<file path="config.mk">
export PLATFORM = sky130hd
export DESIGN_NAME = selective_repeat_receive_window_unit
export DESIGN_NICKNAME = d
export VERILOG_FILES = /design/src/rtl/srrw_pkg.sv /design/src/rtl/srrw_front.sv /design/src/rtl/srrw_queue.sv /design/src/rtl/srrw_back.sv /design/src/rtl/selective_repeat_receive_window_unit.sv
export SDC_FILE = /design/constraint.sdc
export NUM_CORES = 1
export LEC_CHECK = 0
export ABC_AREA = 1
export ABC_CLOCK_PERIOD_IN_PS = 26000
export BUFFER_PORTS_ARGS = -buffer_cell sky130_fd_sc_hd__buf_2
export CAP_MARGIN = 0
export CORE_MARGIN = 2
export CORE_UTILIZATION = 28
export DETAILED_ROUTE_END_ITERATION = 7
export PLACE_DENSITY = 0.38
export SYNTH_ARGS = -nofsm -noshare
export SYNTH_HDL_FRONTEND = slang
export SYNTH_HIERARCHICAL = 1
export SYNTH_SLANG_ARGS = --single-unit
</file>
<file path="constraint.sdc">
create_clock -name clk -period 26 [get_ports clk]
set_input_delay 5.2 -clock clk [delete_from_list [all_inputs] [get_ports clk]]
set_output_delay 5.2 -clock clk [all_outputs]
set_load 0.005 [all_outputs]
</file>
<file path="src/rtl/srrw_pkg.sv">
// ----------------------------------------------------------------------------
// Selective-repeat receive window package
// Shared opcodes, codes and types for the receive window unit.
// ----------------------------------------------------------------------------
`default_nettype none

package srrw_pkg;

    localparam int ID_BITS    = 16;
    localparam int CFG_BITS   = 16;
    localparam int WORD_BITS  = 64;

    localparam logic [1:0] CMD_START  = 2'd0;
    localparam logic [1:0] CMD_ARRIVE = 2'd1;
    localparam logic [1:0] CMD_TICK   = 2'd2;

    localparam logic [1:0] OP_START  = 2'd0;
    localparam logic [1:0] OP_ARRIVE = 2'd1;
    localparam logic [1:0] OP_TICK   = 2'd2;

    localparam logic REG_TIMEOUT = 1'b0;
    localparam logic REG_TOTAL   = 1'b1;

    localparam logic KIND_DELIVERY = 1'b0;
    localparam logic KIND_REQUEST  = 1'b1;

    localparam logic [CFG_BITS-1:0] TIMEOUT_RESET = 16'd550;
    localparam logic [CFG_BITS-1:0] TOTAL_RESET   = 16'd1000;

    typedef struct packed {
        logic [1:0]           op;
        logic [ID_BITS-1:0]   id;
        logic [WORD_BITS-1:0] payload;
    } op_entry_t;

    typedef struct packed {
        logic                 kind;
        logic [ID_BITS-1:0]   id;
        logic [WORD_BITS-1:0] payload;
        logic                 done;
        logic                 last;
    } result_t;

    typedef struct packed {
        logic      push;
        op_entry_t entry;
    } push_t;

endpackage

`default_nettype wire

</file>
<file path="src/rtl/srrw_front.sv">
// ----------------------------------------------------------------------------
// Receive window front end
// Accepts input requests and turns each start, arrival or tick command into a queued operation.
// ----------------------------------------------------------------------------
`default_nettype none

module srrw_front (
    input  wire logic                        item_valid,
    output logic                             item_stall,
    input  wire logic [1:0]                  command,
    input  wire logic [srrw_pkg::ID_BITS-1:0]   message_id,
    input  wire logic [srrw_pkg::WORD_BITS-1:0] payload,
    input  wire logic                        queue_full,
    output srrw_pkg::push_t                  push
);

    always_comb
    begin
        item_stall          = queue_full;
        push.push           = 1'b0;
        push.entry.op       = srrw_pkg::OP_START;
        push.entry.id       = message_id;
        push.entry.payload  = payload;
        unique case (command)
            srrw_pkg::CMD_START:
            begin
                push.push     = item_valid && !queue_full;
                push.entry.op = srrw_pkg::OP_START;
            end
            srrw_pkg::CMD_ARRIVE:
            begin
                push.push     = item_valid && !queue_full;
                push.entry.op = srrw_pkg::OP_ARRIVE;
            end
            srrw_pkg::CMD_TICK:
            begin
                push.push     = item_valid && !queue_full;
                push.entry.op = srrw_pkg::OP_TICK;
            end
            default:
            begin
                push.push = 1'b0;
            end
        endcase
    end

endmodule

`default_nettype wire

</file>
<file path="src/rtl/srrw_queue.sv">
// ----------------------------------------------------------------------------
// Receive window operation queue
// Two-entry queue that decouples the front end from the window engine.
// ----------------------------------------------------------------------------
`default_nettype none

module srrw_queue (
    input  wire logic          clk,
    input  wire logic          rst_n,
    input  wire srrw_pkg::push_t push,
    input  wire logic          pop,
    output logic               full,
    output logic               head_valid,
    output srrw_pkg::op_entry_t head
);

    srrw_pkg::op_entry_t mem_reg [2];
    logic       wr_ptr_reg;
    logic       wr_ptr_next;
    logic       rd_ptr_reg;
    logic       rd_ptr_next;
    logic [1:0] count_reg;
    logic [1:0] count_next;

    always_comb
    begin
        full        = (count_reg == 2'd2);
        head_valid  = (count_reg != 2'd0);
        head        = mem_reg[rd_ptr_reg];
        wr_ptr_next = push.push ? !wr_ptr_reg : wr_ptr_reg;
        rd_ptr_next = pop ? !rd_ptr_reg : rd_ptr_reg;
        count_next  = count_reg + 2'(push.push) - 2'(pop);
    end

    always_ff @(posedge clk)
    begin
        if (push.push)
        begin
            mem_reg[wr_ptr_reg] <= push.entry;
        end
    end

    always_ff @(posedge clk or negedge rst_n)
    begin
        if (!rst_n)
        begin
            wr_ptr_reg <= 1'b0;
            rd_ptr_reg <= 1'b0;
            count_reg  <= 2'd0;
        end
        else
        begin
            wr_ptr_reg <= wr_ptr_next;
            rd_ptr_reg <= rd_ptr_next;
            count_reg  <= count_next;
        end
    end

endmodule

`default_nettype wire

</file>
<file path="src/rtl/srrw_back.sv">
// ----------------------------------------------------------------------------
// Receive window engine
// Holds the reorder window and the transfer state, executes queued operations
// and emits requests and in-order deliveries one per cycle unless stalled.
// ----------------------------------------------------------------------------
`default_nettype none

module srrw_back #(
    parameter int WINDOW       = 16,
    parameter int PAYLOAD_BITS = 64
) (
    input  wire logic                          clk,
    input  wire logic                          rst_n,
    input  wire logic                          cfg_we,
    input  wire logic                          cfg_index,
    input  wire logic [srrw_pkg::CFG_BITS-1:0] cfg_data,
    input  wire logic                          head_valid,
    input  wire srrw_pkg::op_entry_t           head,
    output logic                               pop,
    output logic                               result_valid,
    input  wire logic                          result_stall,
    output srrw_pkg::result_t                  result
);

    localparam int SLOT_W = $clog2(WINDOW);
    localparam int CNT_W  = $clog2(WINDOW + 1);
    localparam int IDB    = srrw_pkg::ID_BITS;

    localparam logic [1:0] ST_IDLE    = 2'd0;
    localparam logic [1:0] ST_REQS    = 2'd1;
    localparam logic [1:0] ST_DRAIN_D = 2'd2;
    localparam logic [1:0] ST_DRAIN_R = 2'd3;

    logic [PAYLOAD_BITS-1:0] slot_mem [WINDOW];
    logic [PAYLOAD_BITS-1:0] rd_word_reg;

    logic [1:0]                  state_reg, state_next;
    logic [WINDOW-1:0]           valid_reg, valid_next;
    logic [IDB-1:0]              ne_reg, ne_next;
    logic [SLOT_W-1:0]           ne_slot_reg, ne_slot_next;
    logic [IDB-1:0]              idle_reg, idle_next;
    logic                        fin_reg, fin_next;
    logic [CNT_W-1:0]            cnt_reg, cnt_next;
    logic [CNT_W-1:0]            limit_reg, limit_next;
    logic                        more_reg, more_next;
    logic [srrw_pkg::CFG_BITS-1:0] timeout_reg, timeout_next;
    logic [srrw_pkg::CFG_BITS-1:0] total_reg, total_next;
    logic                        out_valid_reg, out_valid_next;
    srrw_pkg::result_t           out_reg, out_next;

    logic                        step;
    logic                        fin_now;
    logic                        in_win;
    logic [IDB-1:0]              offset;
    logic [SLOT_W:0]             slot_sum;
    logic [SLOT_W-1:0]           wslot;
    logic                        mem_we;
    logic [CNT_W-1:0]            start_limit;
    logic [IDB-1:0]              ne_inc;
    logic [SLOT_W-1:0]           slot_inc;
    logic                        fin_inc;
    logic                        more_inc;
    logic                        req_inc;
    logic [IDB:0]                entering;
    logic                        req_last;

    always_comb
    begin
        step     = !out_valid_reg || !result_stall;
        fin_now  = fin_reg || (ne_reg >= total_reg);
        in_win   = (head.id >= ne_reg)
                   && ({1'b0, head.id} < ({1'b0, ne_reg} + (IDB + 1)'(WINDOW)))
                   && (head.id < total_reg);
        offset   = head.id - ne_reg;
        slot_sum = {1'b0, ne_slot_reg} + {1'b0, offset[SLOT_W-1:0]};
        if (slot_sum >= (SLOT_W + 1)'(WINDOW))
        begin
            wslot = SLOT_W'(slot_sum - (SLOT_W + 1)'(WINDOW));
        end
        else
        begin
            wslot = slot_sum[SLOT_W-1:0];
        end
        if (total_reg < srrw_pkg::CFG_BITS'(WINDOW))
        begin
            start_limit = total_reg[CNT_W-1:0];
        end
        else
        begin
            start_limit = CNT_W'(WINDOW);
        end
        ne_inc   = ne_reg + 1'b1;
        slot_inc = (ne_slot_reg == SLOT_W'(WINDOW - 1)) ? '0 : ne_slot_reg + 1'b1;
        fin_inc  = (ne_inc >= total_reg);
        more_inc = !fin_inc && valid_reg[slot_inc];
        req_inc  = ({1'b0, ne_inc} + (IDB + 1)'(WINDOW - 1)) < {1'b0, total_reg};
        entering = {1'b0, ne_reg} + (IDB + 1)'(WINDOW - 1);
        req_last = (cnt_reg == limit_reg - 1'b1);
    end

    always_comb
    begin
        state_next     = state_reg;
        valid_next     = valid_reg;
        ne_next        = ne_reg;
        ne_slot_next   = ne_slot_reg;
        idle_next      = idle_reg;
        fin_next       = fin_reg;
        cnt_next       = cnt_reg;
        limit_next     = limit_reg;
        more_next      = more_reg;
        timeout_next   = timeout_reg;
        total_next     = total_reg;
        out_next       = out_reg;
        out_valid_next = out_valid_reg && result_stall;
        pop            = 1'b0;
        mem_we         = 1'b0;

        if (cfg_we)
        begin
            unique case (cfg_index)
                srrw_pkg::REG_TIMEOUT: timeout_next = cfg_data;
                srrw_pkg::REG_TOTAL:   total_next   = cfg_data;
                default:               ;
            endcase
        end

        if (step)
        begin
            unique case (state_reg)
                ST_IDLE:
                begin
                    if (head_valid)
                    begin
                        pop = 1'b1;
                        unique case (head.op)
                            srrw_pkg::OP_START:
                            begin
                                valid_next   = '0;
                                ne_next      = '0;
                                ne_slot_next = '0;
                                idle_next    = '0;
                                fin_next     = (total_reg == '0);
                                cnt_next     = '0;
                                limit_next   = start_limit;
                                state_next   = (start_limit == '0) ? ST_IDLE : ST_REQS;
                            end
                            srrw_pkg::OP_ARRIVE:
                            begin
                                fin_next = fin_now;
                                if (!fin_now && in_win)
                                begin
                                    mem_we            = 1'b1;
                                    valid_next[wslot] = 1'b1;
                                    if (valid_reg[ne_slot_reg] || (wslot == ne_slot_reg))
                                    begin
                                        state_next = ST_DRAIN_D;
                                    end
                                end
                            end
                            srrw_pkg::OP_TICK:
                            begin
                                fin_next = fin_now;
                                if (!fin_now)
                                begin
                                    if (idle_reg >= timeout_reg)
                                    begin
                                        idle_next        = '0;
                                        out_valid_next   = 1'b1;
                                        out_next.kind    = srrw_pkg::KIND_REQUEST;
                                        out_next.id      = ne_reg;
                                        out_next.payload = '0;
                                        out_next.done    = 1'b0;
                                        out_next.last    = 1'b1;
                                    end
                                    else
                                    begin
                                        idle_next = idle_reg + 1'b1;
                                    end
                                end
                            end
                            default:
                            begin
                            end
                        endcase
                    end
                end
                ST_REQS:
                begin
                    out_valid_next   = 1'b1;
                    out_next.kind    = srrw_pkg::KIND_REQUEST;
                    out_next.id      = IDB'(cnt_reg);
                    out_next.payload = '0;
                    out_next.done    = fin_reg;
                    out_next.last    = req_last;
                    cnt_next         = cnt_reg + 1'b1;
                    if (req_last)
                    begin
                        state_next = ST_IDLE;
                    end
                end
                ST_DRAIN_D:
                begin
                    out_valid_next          = 1'b1;
                    out_next.kind           = srrw_pkg::KIND_DELIVERY;
                    out_next.id             = ne_reg;
                    out_next.payload        = srrw_pkg::WORD_BITS'(rd_word_reg);
                    out_next.done           = fin_inc;
                    out_next.last           = !req_inc && !more_inc;
                    valid_next[ne_slot_reg] = 1'b0;
                    idle_next               = '0;
                    ne_next                 = ne_inc;
                    ne_slot_next            = slot_inc;
                    fin_next                = fin_inc;
                    more_next               = more_inc;
                    if (req_inc)
                    begin
                        state_next = ST_DRAIN_R;
                    end
                    else if (more_inc)
                    begin
                        state_next = ST_DRAIN_D;
                    end
                    else
                    begin
                        state_next = ST_IDLE;
                    end
                end
                ST_DRAIN_R:
                begin
                    out_valid_next   = 1'b1;
                    out_next.kind    = srrw_pkg::KIND_REQUEST;
                    out_next.id      = entering[IDB-1:0];
                    out_next.payload = '0;
                    out_next.done    = fin_reg;
                    out_next.last    = !more_reg;
                    state_next       = more_reg ? ST_DRAIN_D : ST_IDLE;
                end
                default:
                begin
                    state_next = ST_IDLE;
                end
            endcase
        end
    end

    // The read port follows the next expected slot, so its word is ready when
    // that slot is delivered; a word written to that slot bypasses the array.
    always_ff @(posedge clk)
    begin
        if (mem_we)
        begin
            slot_mem[wslot] <= head.payload[PAYLOAD_BITS-1:0];
        end
        if (mem_we && (wslot == ne_slot_next))
        begin
            rd_word_reg <= head.payload[PAYLOAD_BITS-1:0];
        end
        else
        begin
            rd_word_reg <= slot_mem[ne_slot_next];
        end
    end

    always_ff @(posedge clk)
    begin
        out_reg   <= out_next;
        limit_reg <= limit_next;
        more_reg  <= more_next;
    end

    always_ff @(posedge clk or negedge rst_n)
    begin
        if (!rst_n)
        begin
            state_reg     <= ST_IDLE;
            valid_reg     <= '0;
            ne_reg        <= '0;
            ne_slot_reg   <= '0;
            idle_reg      <= '0;
            fin_reg       <= 1'b0;
            cnt_reg       <= '0;
            timeout_reg   <= srrw_pkg::TIMEOUT_RESET;
            total_reg     <= srrw_pkg::TOTAL_RESET;
            out_valid_reg <= 1'b0;
        end
        else
        begin
            state_reg     <= state_next;
            valid_reg     <= valid_next;
            ne_reg        <= ne_next;
            ne_slot_reg   <= ne_slot_next;
            idle_reg      <= idle_next;
            fin_reg       <= fin_next;
            cnt_reg       <= cnt_next;
            timeout_reg   <= timeout_next;
            total_reg     <= total_next;
            out_valid_reg <= out_valid_next;
        end
    end

    assign result_valid = out_valid_reg;
    assign result       = out_reg;

endmodule

`default_nettype wire

</file>
<file path="src/rtl/selective_repeat_receive_window_unit.sv">
// ----------------------------------------------------------------------------
// Selective-repeat receive window unit
// Reorders arriving messages in a window of WINDOW slots, delivers them in
// order and issues requests for missing or newly admitted message ids.
// ----------------------------------------------------------------------------
// Input requests carry a command (start, message arrival, millisecond tick)
// with message_id and payload. The front end decodes each accepted start,
// arrival or tick request into a two-entry queue, so requests keep being
// accepted while the engine works or a result waits, until the queue is full.
// The engine takes one operation from the queue per cycle when idle and not
// stalled. A start issues one request per id, up to WINDOW of them, and an
// arrival that completes a run of k messages delivers them in order, each
// followed by a request for a newly admitted id while one remains.
// A tick's re-request is registered in the output register as the tick leaves
// the queue; a start or an arrival first moves the engine into its request or
// drain state, which then registers the first result.
// Results leave through one output register; when the receiver stalls, the
// result holds and the engine waits, and the queue fills behind it.
// Configuration writes are taken at any edge with cfg_we high and should be
// made while the unit is idle. Reset clears the window valid bits, counters
// and queue and loads the register defaults; requests are accepted from the
// first cycle after reset.
// ----------------------------------------------------------------------------
`default_nettype none

module selective_repeat_receive_window_unit #(
    parameter int WINDOW       = 16,
    parameter int PAYLOAD_BITS = 64
) (
    input  wire logic        clk,
    input  wire logic        rst_n,
    input  wire logic        cfg_we,
    input  wire logic        cfg_index,
    input  wire logic [15:0] cfg_data,
    input  wire logic        item_valid,
    output logic             item_stall,
    input  wire logic [1:0]  command,
    input  wire logic [15:0] message_id,
    input  wire logic [63:0] payload,
    output logic             result_valid,
    input  wire logic        result_stall,
    output logic             kind,
    output logic [15:0]      out_id,
    output logic [63:0]      out_payload,
    output logic             transfer_done,
    output logic             last
);

    srrw_pkg::push_t     push;
    srrw_pkg::op_entry_t head;
    srrw_pkg::result_t   result;
    logic                queue_full;
    logic                head_valid;
    logic                pop;

    srrw_front u_front (
        .item_valid (item_valid),
        .item_stall (item_stall),
        .command    (command),
        .message_id (message_id),
        .payload    (payload),
        .queue_full (queue_full),
        .push       (push)
    );

    srrw_queue u_queue (
        .clk        (clk),
        .rst_n      (rst_n),
        .push       (push),
        .pop        (pop),
        .full       (queue_full),
        .head_valid (head_valid),
        .head       (head)
    );

    srrw_back #(
        .WINDOW       (WINDOW),
        .PAYLOAD_BITS (PAYLOAD_BITS)
    ) u_back (
        .clk          (clk),
        .rst_n        (rst_n),
        .cfg_we       (cfg_we),
        .cfg_index    (cfg_index),
        .cfg_data     (cfg_data),
        .head_valid   (head_valid),
        .head         (head),
        .pop          (pop),
        .result_valid (result_valid),
        .result_stall (result_stall),
        .result       (result)
    );

    assign kind          = result.kind;
    assign out_id        = result.id;
    assign out_payload   = result.payload;
    assign transfer_done = result.done;
    assign last          = result.last;

endmodule

`default_nettype wire
</file>
==> results_dict.tcl, run 1 <==
set metrics [dict create \
    wl_met1_um 84630 \
    routed_via_density 4.831 \
    largest_reg_flops 1024 \
    hpwl_um 101900 \
    initial_utilization 0.2811 \
    synth_top_cell_area_share 0.6601 \
    synth.area.top_cells "edfxtp_1 (66%), o21ai_0 (6.0%), nor2_1 (3.9%)" \
    synth-async-reset-ratio 0.07039 \
    wl_met2_um 80390 \
    ys_seq_area_frac 0.7035 \
    status "finished clean" \
    p_leak_nw 22.96 \
    max-slew-margin-rel 0.1664 \
    drt_wl_total_um 176300 \
    cp.arrival_ns 8.19 \
    port_buffers 188 \
    drive_gt1_frac 0.1212 \
    grt_pass1_vias 36800 \
    cp.required_ns 26.41 \
    ys_seq_elements 1378 \
    ioPinCount 189 \
    ir_worst_vdd_mv 0.08149 \
    worst_r2r_path_depth 17 \
    endpoint_kind "flip-flop" \
    core_area_sq_um 206700 \
    row_count 167 \
    top_layer "met5" \
    synth_top_cell_by_area "edfxtp_1" \
    setup_viol 0 \
    utilization 0.3231 \
    overflow 0 \
    critical_path_class "in2reg" \
    synth_top_flop_cell "edfxtp_1" \
    grt_max_degree 204 \
    syn_to_final_growth_pct 14.92 \
    regToRegSetupSlack_ns 20.12 \
    min_period_over_period 0.2992 \
    grt_usage 0.1649 \
    cts_tree "done" \
    worst_slew_pin_slew_ns 1.242 \
    cts_resized 0 \
    max_freq_mhz 128.5 \
    critPathMaxFanout 44 \
    layout_setup_ws_ns 18.22 \
    min-delay-start "u_back/timeout_reg[11]" \
    post_dp_cell_area_sq_um 61700 \
    fin_skew_ns 0.04266 \
    reg2reg_from "u_queue/rd_ptr_reg" \
    numCtsBuffers 163 \
    synth.most_common_cell "edfxtp_1" \
    startpoint_type "input pin" \
    yosysWarningCount 6 \
    synth.avg_cell_area_sq_um 12.48 \
    hp-class "reg2reg" \
    p_total_w 0.007146 \
    cts_hold_buf 0 \
    finalMaxSlewViolations 0 \
    netlist_area_sq_um 58090 \
    syn_inst 4654 \
    insertion_delay_ns 0.81 \
    die_w_um 459.5 \
    num_vias 36730 \
    multi_input_area_sq_um 14480 \
    fin_nets 4997 \
    drt_drc_violations_left 0 \
    dieHeight_um 459.5 \
    syn-num-nets 4885 \
    power.density_nw_per_um2 107.0 \
    dr_wl_met3_um 7656 \
    wl_per_cell_um 23.19 \
    clockBufferDepth 3 \
    setup_tns_ns 0 \
    r2r_end "u_back/slot_mem[11][36]" \
    final_area_sq_um 66760 \
    dp_slack_ns 17.40 \
    drt_first_pass_iters 5 \
    die-area_sq_um 211100 \
    clock_sinks 1378 \
    cts_root_buffer "clkbuf_16" \
    post-cts-setup-buffers 0 \
    period_minus_slack_ns 7.779 \
    register_area_sq_um 40890 \
    min_to "u_back/timeout_reg[11]" \
    antenna_found_initial 20 \
    cts-htree-levels 4 \
    clkTransAtPathRegs_ns 0.06 \
    hold_depth 2 \
    detail-route-antenna-nets 0 \
    routabilityCongestion 0.8011 \
    grt_pass1_wl_um 257000 \
    drt_iter0_drc 2866 \
    hold_viol 0 \
    synth_common_cells "edfxtp_1 (1277), o21ai_0 (699), nor2_1 (603)" \
    synth_cell_types 52 \
    rsz0062_at_grt "false" \
    nFillCells 20690 \
    synth_edf_count 1277 \
    maxCapViolCount 0 \
]
==> worst max-delay path by stage <==
stage	from	to	slack [ns]	depth (start not counted)
after floorplan	result_stall	u_back/result[0]	13.60	5
after global placement	result_stall	u_back/slot_mem[4][45]	17.42	7
after detailed placement	result_stall	u_back/slot_mem[4][17]	17.40	7
after CTS	result_stall	u_back/slot_mem[4][63]	18.27	7
after global routing	result_stall	u_back/slot_mem[4][63]	18.15	7
final	result_stall	u_back/slot_mem[4][63]	18.22	7
==> logic make-up (layout without fill, tap and decap cells) <==
logic type,after synthesis,in the layout,synth area share
DFF,1378,1378,0.7035
adders and majority gates,127,127,0.02761
AOI/OAI and AO/OA,1283,1283,0.1296
xor gates and xnor gates,47,47,0.007086
and+or+nand+nor,1165,1165,0.08253
muxes,1,1,0.0001723
buffers and inverters,653,892,0.04956
other,0,5,0
==> layer usage <==
layer / up-vias / global-route usage
li1: 17210 / -
met1: 18510 / 0.2364
met5: - / 0
met4: 10 / 0.04008
met3: 225 / 0.02757
met2: 763 / 0.2590
==> power breakdown <==
| part | internal (W) | switching, W | leakage (nW) |
|---|---|---|---|
| logic | 0.000521 | 0.00153 | 7.62 |
| clock network | 0.00124 | 0.000932 | 2.46 |
| registers | 0.00282 | 0.0000994 | 12.9 |
| total | 0.00459 | 0.00256 | 23.0 |
==> worst max-delay path, stage by stage <==
cell,delay (ns)
buf_2,0.10
nand2_1,0.21
inv_1,0.12
nor2_1,0.24
nand3b_4,0.53
nor2_4,0.87
buf_4,0.83
==> through the flow <==
| step | cells | hold WS [ns] |
|---|---|---|
| finish | 7602 | 0.4882 |
| floorplan | 4654 | 0.4530 |
| CTS | 7597 | 0.4913 |
| global placement | 7305 | 0.4673 |
| detailed placement | 7305 | 0.4774 |
| global route | 7600 | 0.5082 |
==> cells in the final DEF, fill, tap and decap left out, types with 40 or more instances in the layout <==
| master | n |
|---|---|
| o221ai_1 | 180 |
| buf_4 | 103 |
| a21oi_1 | 151 |
| edfxtp_1 | 1277 |
| inv_1 | 294 |
| buf_2 | 187 |
| o211ai_1 | 86 |
| o21ai_1 | 40 |
| clkbuf_1 | 48 |
| o22ai_1 | 101 |
| dfrtp_1 | 86 |
| nand3_1 | 107 |
| xor2_1 | 40 |
| clkbuf_16 | 166 |
| ha_1 | 125 |
| nor2_1 | 596 |
| nand2_1 | 363 |
| o21ai_0 | 686 |
==> area by class of cell <==
cell class	instances	share of cell area
Clock buffer	216	0.06533
Timing Repair Buffer	293	0.02650
Tap cell	2704	0.05068
Inverter	307	0.01771
Clock inverter	76	0.01023
Multi-Input combinational cell	2623	0.2169
Sequential cell	1378	0.6124
Antenna cell	5	0.0001874
No activity file was read; power rests on OpenSTA's default activity.
==> run 2, diff against run 1 <==
Settings changed: ABC_CLOCK_PERIOD_IN_PS 26000 to 7900.
Clock period 26 ns to 7.9 ns, I/O delays scaled along.
==> run 2 against run 1 <==
  * Combinational power rose to 3.3 times the previous value
  * Setup slack got worse by 16 ns
  * Non-clock buffer count rose by 10
  * Largest power group unchanged
  * Sequential share of layout area fell by 0.11 points
  * Critical endpoint is now u_back/slot_mem[12][23]
  * Die area did not move
  * Utilization rose by 0.060 points
==> results_dict.tcl, run 2 (synthesis gave the netlist of run 1 again) <==
set metrics [dict create \
    cts_hold_buf 0 \
    hold_ws_ns 0.4863 \
    insertion_delay_ns 0.81 \
    detail-route-antenna-nets 0 \
    routabilityCongestion 0.8296 \
    register_area_sq_um 40890 \
    clockBufferDepth 3 \
    finalMaxSlewViolations 0 \
    cts_root_buffer "clkbuf_16" \
    numCtsBuffers 161 \
    critPathMaxStageDelay_ns 0.99 \
    cts_tree "done" \
    antenna_found_initial 23 \
    post_dp_cell_area_sq_um 61860 \
    initial_utilization 0.2811 \
    syn_to_final_growth_pct 15.13 \
    setup_viol 0 \
    num_vias 37050 \
    period_minus_slack_ns 5.460 \
    critical_path_class "reg2reg" \
    startpoint_type "flip-flop" \
    crit_buf_inv 4 \
    clkTransAtPathRegs_ns 0.06 \
    core_area_sq_um 206700 \
    port_buffers 188 \
    min_to "u_back/timeout_reg[10]" \
    maxCapViolCount 0 \
    path_cells "ha_1 -> inv_1 -> nor2_4 -> inv_1 -> nor3_1 -> inv_1 -> o21ai_0 -> ha_1 -> a21oi_1 -> nand3b_1 -> nand2_1 -> nor2_1 -> nand2_1 -> nor2_1 -> nand4_1 -> nand3b_4 -> nor2_4 -> buf_4" \
    layout_common_cells "edfxtp_1 (1277), o21ai_0 (686), nor2_1 (596)" \
    die-area_sq_um 211100 \
    drive_gt1_frac 0.1227 \
    drt_wl_total_um 180400 \
    p_leak_nw 23.02 \
    p_total_w 0.02346 \
    grt_max_degree 215 \
    critPathMaxFanout 26 \
    worst_r2r_path_depth 18 \
    grt_pass1_wl_um 262700 \
    cp_common_cell "inv_1" \
    hold_viol 0 \
    max_freq_mhz 183.2 \
    overflow 0 \
    cts_resized 0 \
    cp.arrival_ns 5.91 \
    endpoint_kind "flip-flop" \
    status "finished clean" \
    r2r_end "u_back/slot_mem[12][23]" \
    final_common_cell "edfxtp_1" \
    routed_via_density 4.865 \
    min-delay-start "u_back/timeout_reg[10]" \
    reg2reg_from "u_back/ne_reg[4]" \
    cpLargestDelayFamily "simple AND/OR/NAND/NOR gates" \
    post-cts-setup-buffers 0 \
    die_w_um 459.5 \
    row_count 167 \
    drt_iter0_drc 2989 \
    ir_worst_vdd_mv 0.2728 \
    grt_pass1_vias 37010 \
    rsz0062_at_grt "false" \
    hpwl_um 105100 \
    max-slew-margin-rel 0.2151 \
    regToRegSetupSlack_ns 2.44 \
    power.density_nw_per_um2 350.8 \
    ioPinCount 189 \
    dieHeight_um 459.5 \
    fin_skew_ns 0.04117 \
    setup_tns_ns 0 \
    min_period_over_period 0.6911 \
    fin_cells 7616 \
    cts-htree-levels 4 \
    multi_input_area_sq_um 14490 \
    worst_slew_pin_slew_ns 1.169 \
    nFillCells 20570 \
    dp_cells 7315 \
    critPathSlowestCell "nor2_4" \
    drt_first_pass_iters 6 \
    wl_per_cell_um 23.68 \
    grt_usage 0.1688 \
    largest_reg_flops 1024 \
    clock_sinks 1378 \
    cp.required_ns 8.35 \
    final_area_sq_um 66880 \
    drt_drc_violations_left 0 \
    hp-class "reg2reg" \
    fin_nets 5005 \
    hold_depth 2 \
]
-- run 2: changes by cell type in the layout (fill, tap and decap cells not counted), moves of 2 or more --
cell and change:
o21ai_2 +2, bufinv_16 +2, inv_6 +4, o21ai_1 -2
clkinv_1 +16, buf_4 +4, clkbuf_1 -9, buf_12 +6
clkbuf_16 -4, clkinv_2 -3, clkbuf_8 -2
-- run 2: metal layers --
metal	GRT usage	wire length, um
met1	0.2377	84260
met2	0.2708	83890
met4	0.04195	3641
met5	0	73
met3	0.02712	8510
-- run 2: tightest hold or removal path, delay by kind of cell (launching register included) --
kind	cells	cell delay, ns
flops	1	0.34
compound gates	1	0.06
simple gates	1	0.05
-- run 2: per-stage QoR --
stage	util	worst slack, ns
floorplan	-	1.861
global placement	0.2993	2.350
detailed placement	0.2993	2.324
CTS	0.3236	2.314
global route	0.3236	2.019
finish	0.3237	2.440
-- run 2: layout make-up --
type / instances / share of cell area
sequential: 1378 / 0.6113
clock buffer: 201 / 0.06280
clock inverter: 95 / 0.01212
antenna: 5 / 0.0001871
timing repair buffer: 303 / 0.02870
tap: 2704 / 0.05058
multi-input combinational: 2623 / 0.2166
inverter: 307 / 0.01768
-- run 2: worst max-delay path by stage --
stage                       startpoint                 endpoint  slack (ns)  depth (start not counted)
floorplan           u_queue/rd_ptr_reg   u_back/slot_mem[14][0]        1.86                         18
global placement    u_queue/rd_ptr_reg  u_back/slot_mem[12][23]        2.35                         13
detailed placement  u_queue/rd_ptr_reg  u_back/slot_mem[12][23]        2.32                         13
CTS                 u_queue/rd_ptr_reg  u_back/slot_mem[12][29]        2.31                         13
global route        u_queue/rd_ptr_reg  u_back/slot_mem[12][29]        2.02                         13
finish                u_back/ne_reg[4]  u_back/slot_mem[12][23]        2.44                         18
-- run 2: report_power, final --
part / total [W] / internal [W] / switching [W] / leakage (nW)
clock network: 0.00716 / 0.00405 / 0.00311 / 2.44
logic: 0.00670 / 0.00173 / 0.00497 / 7.70
registers: 0.00960 / 0.00929 / 0.000310 / 12.9
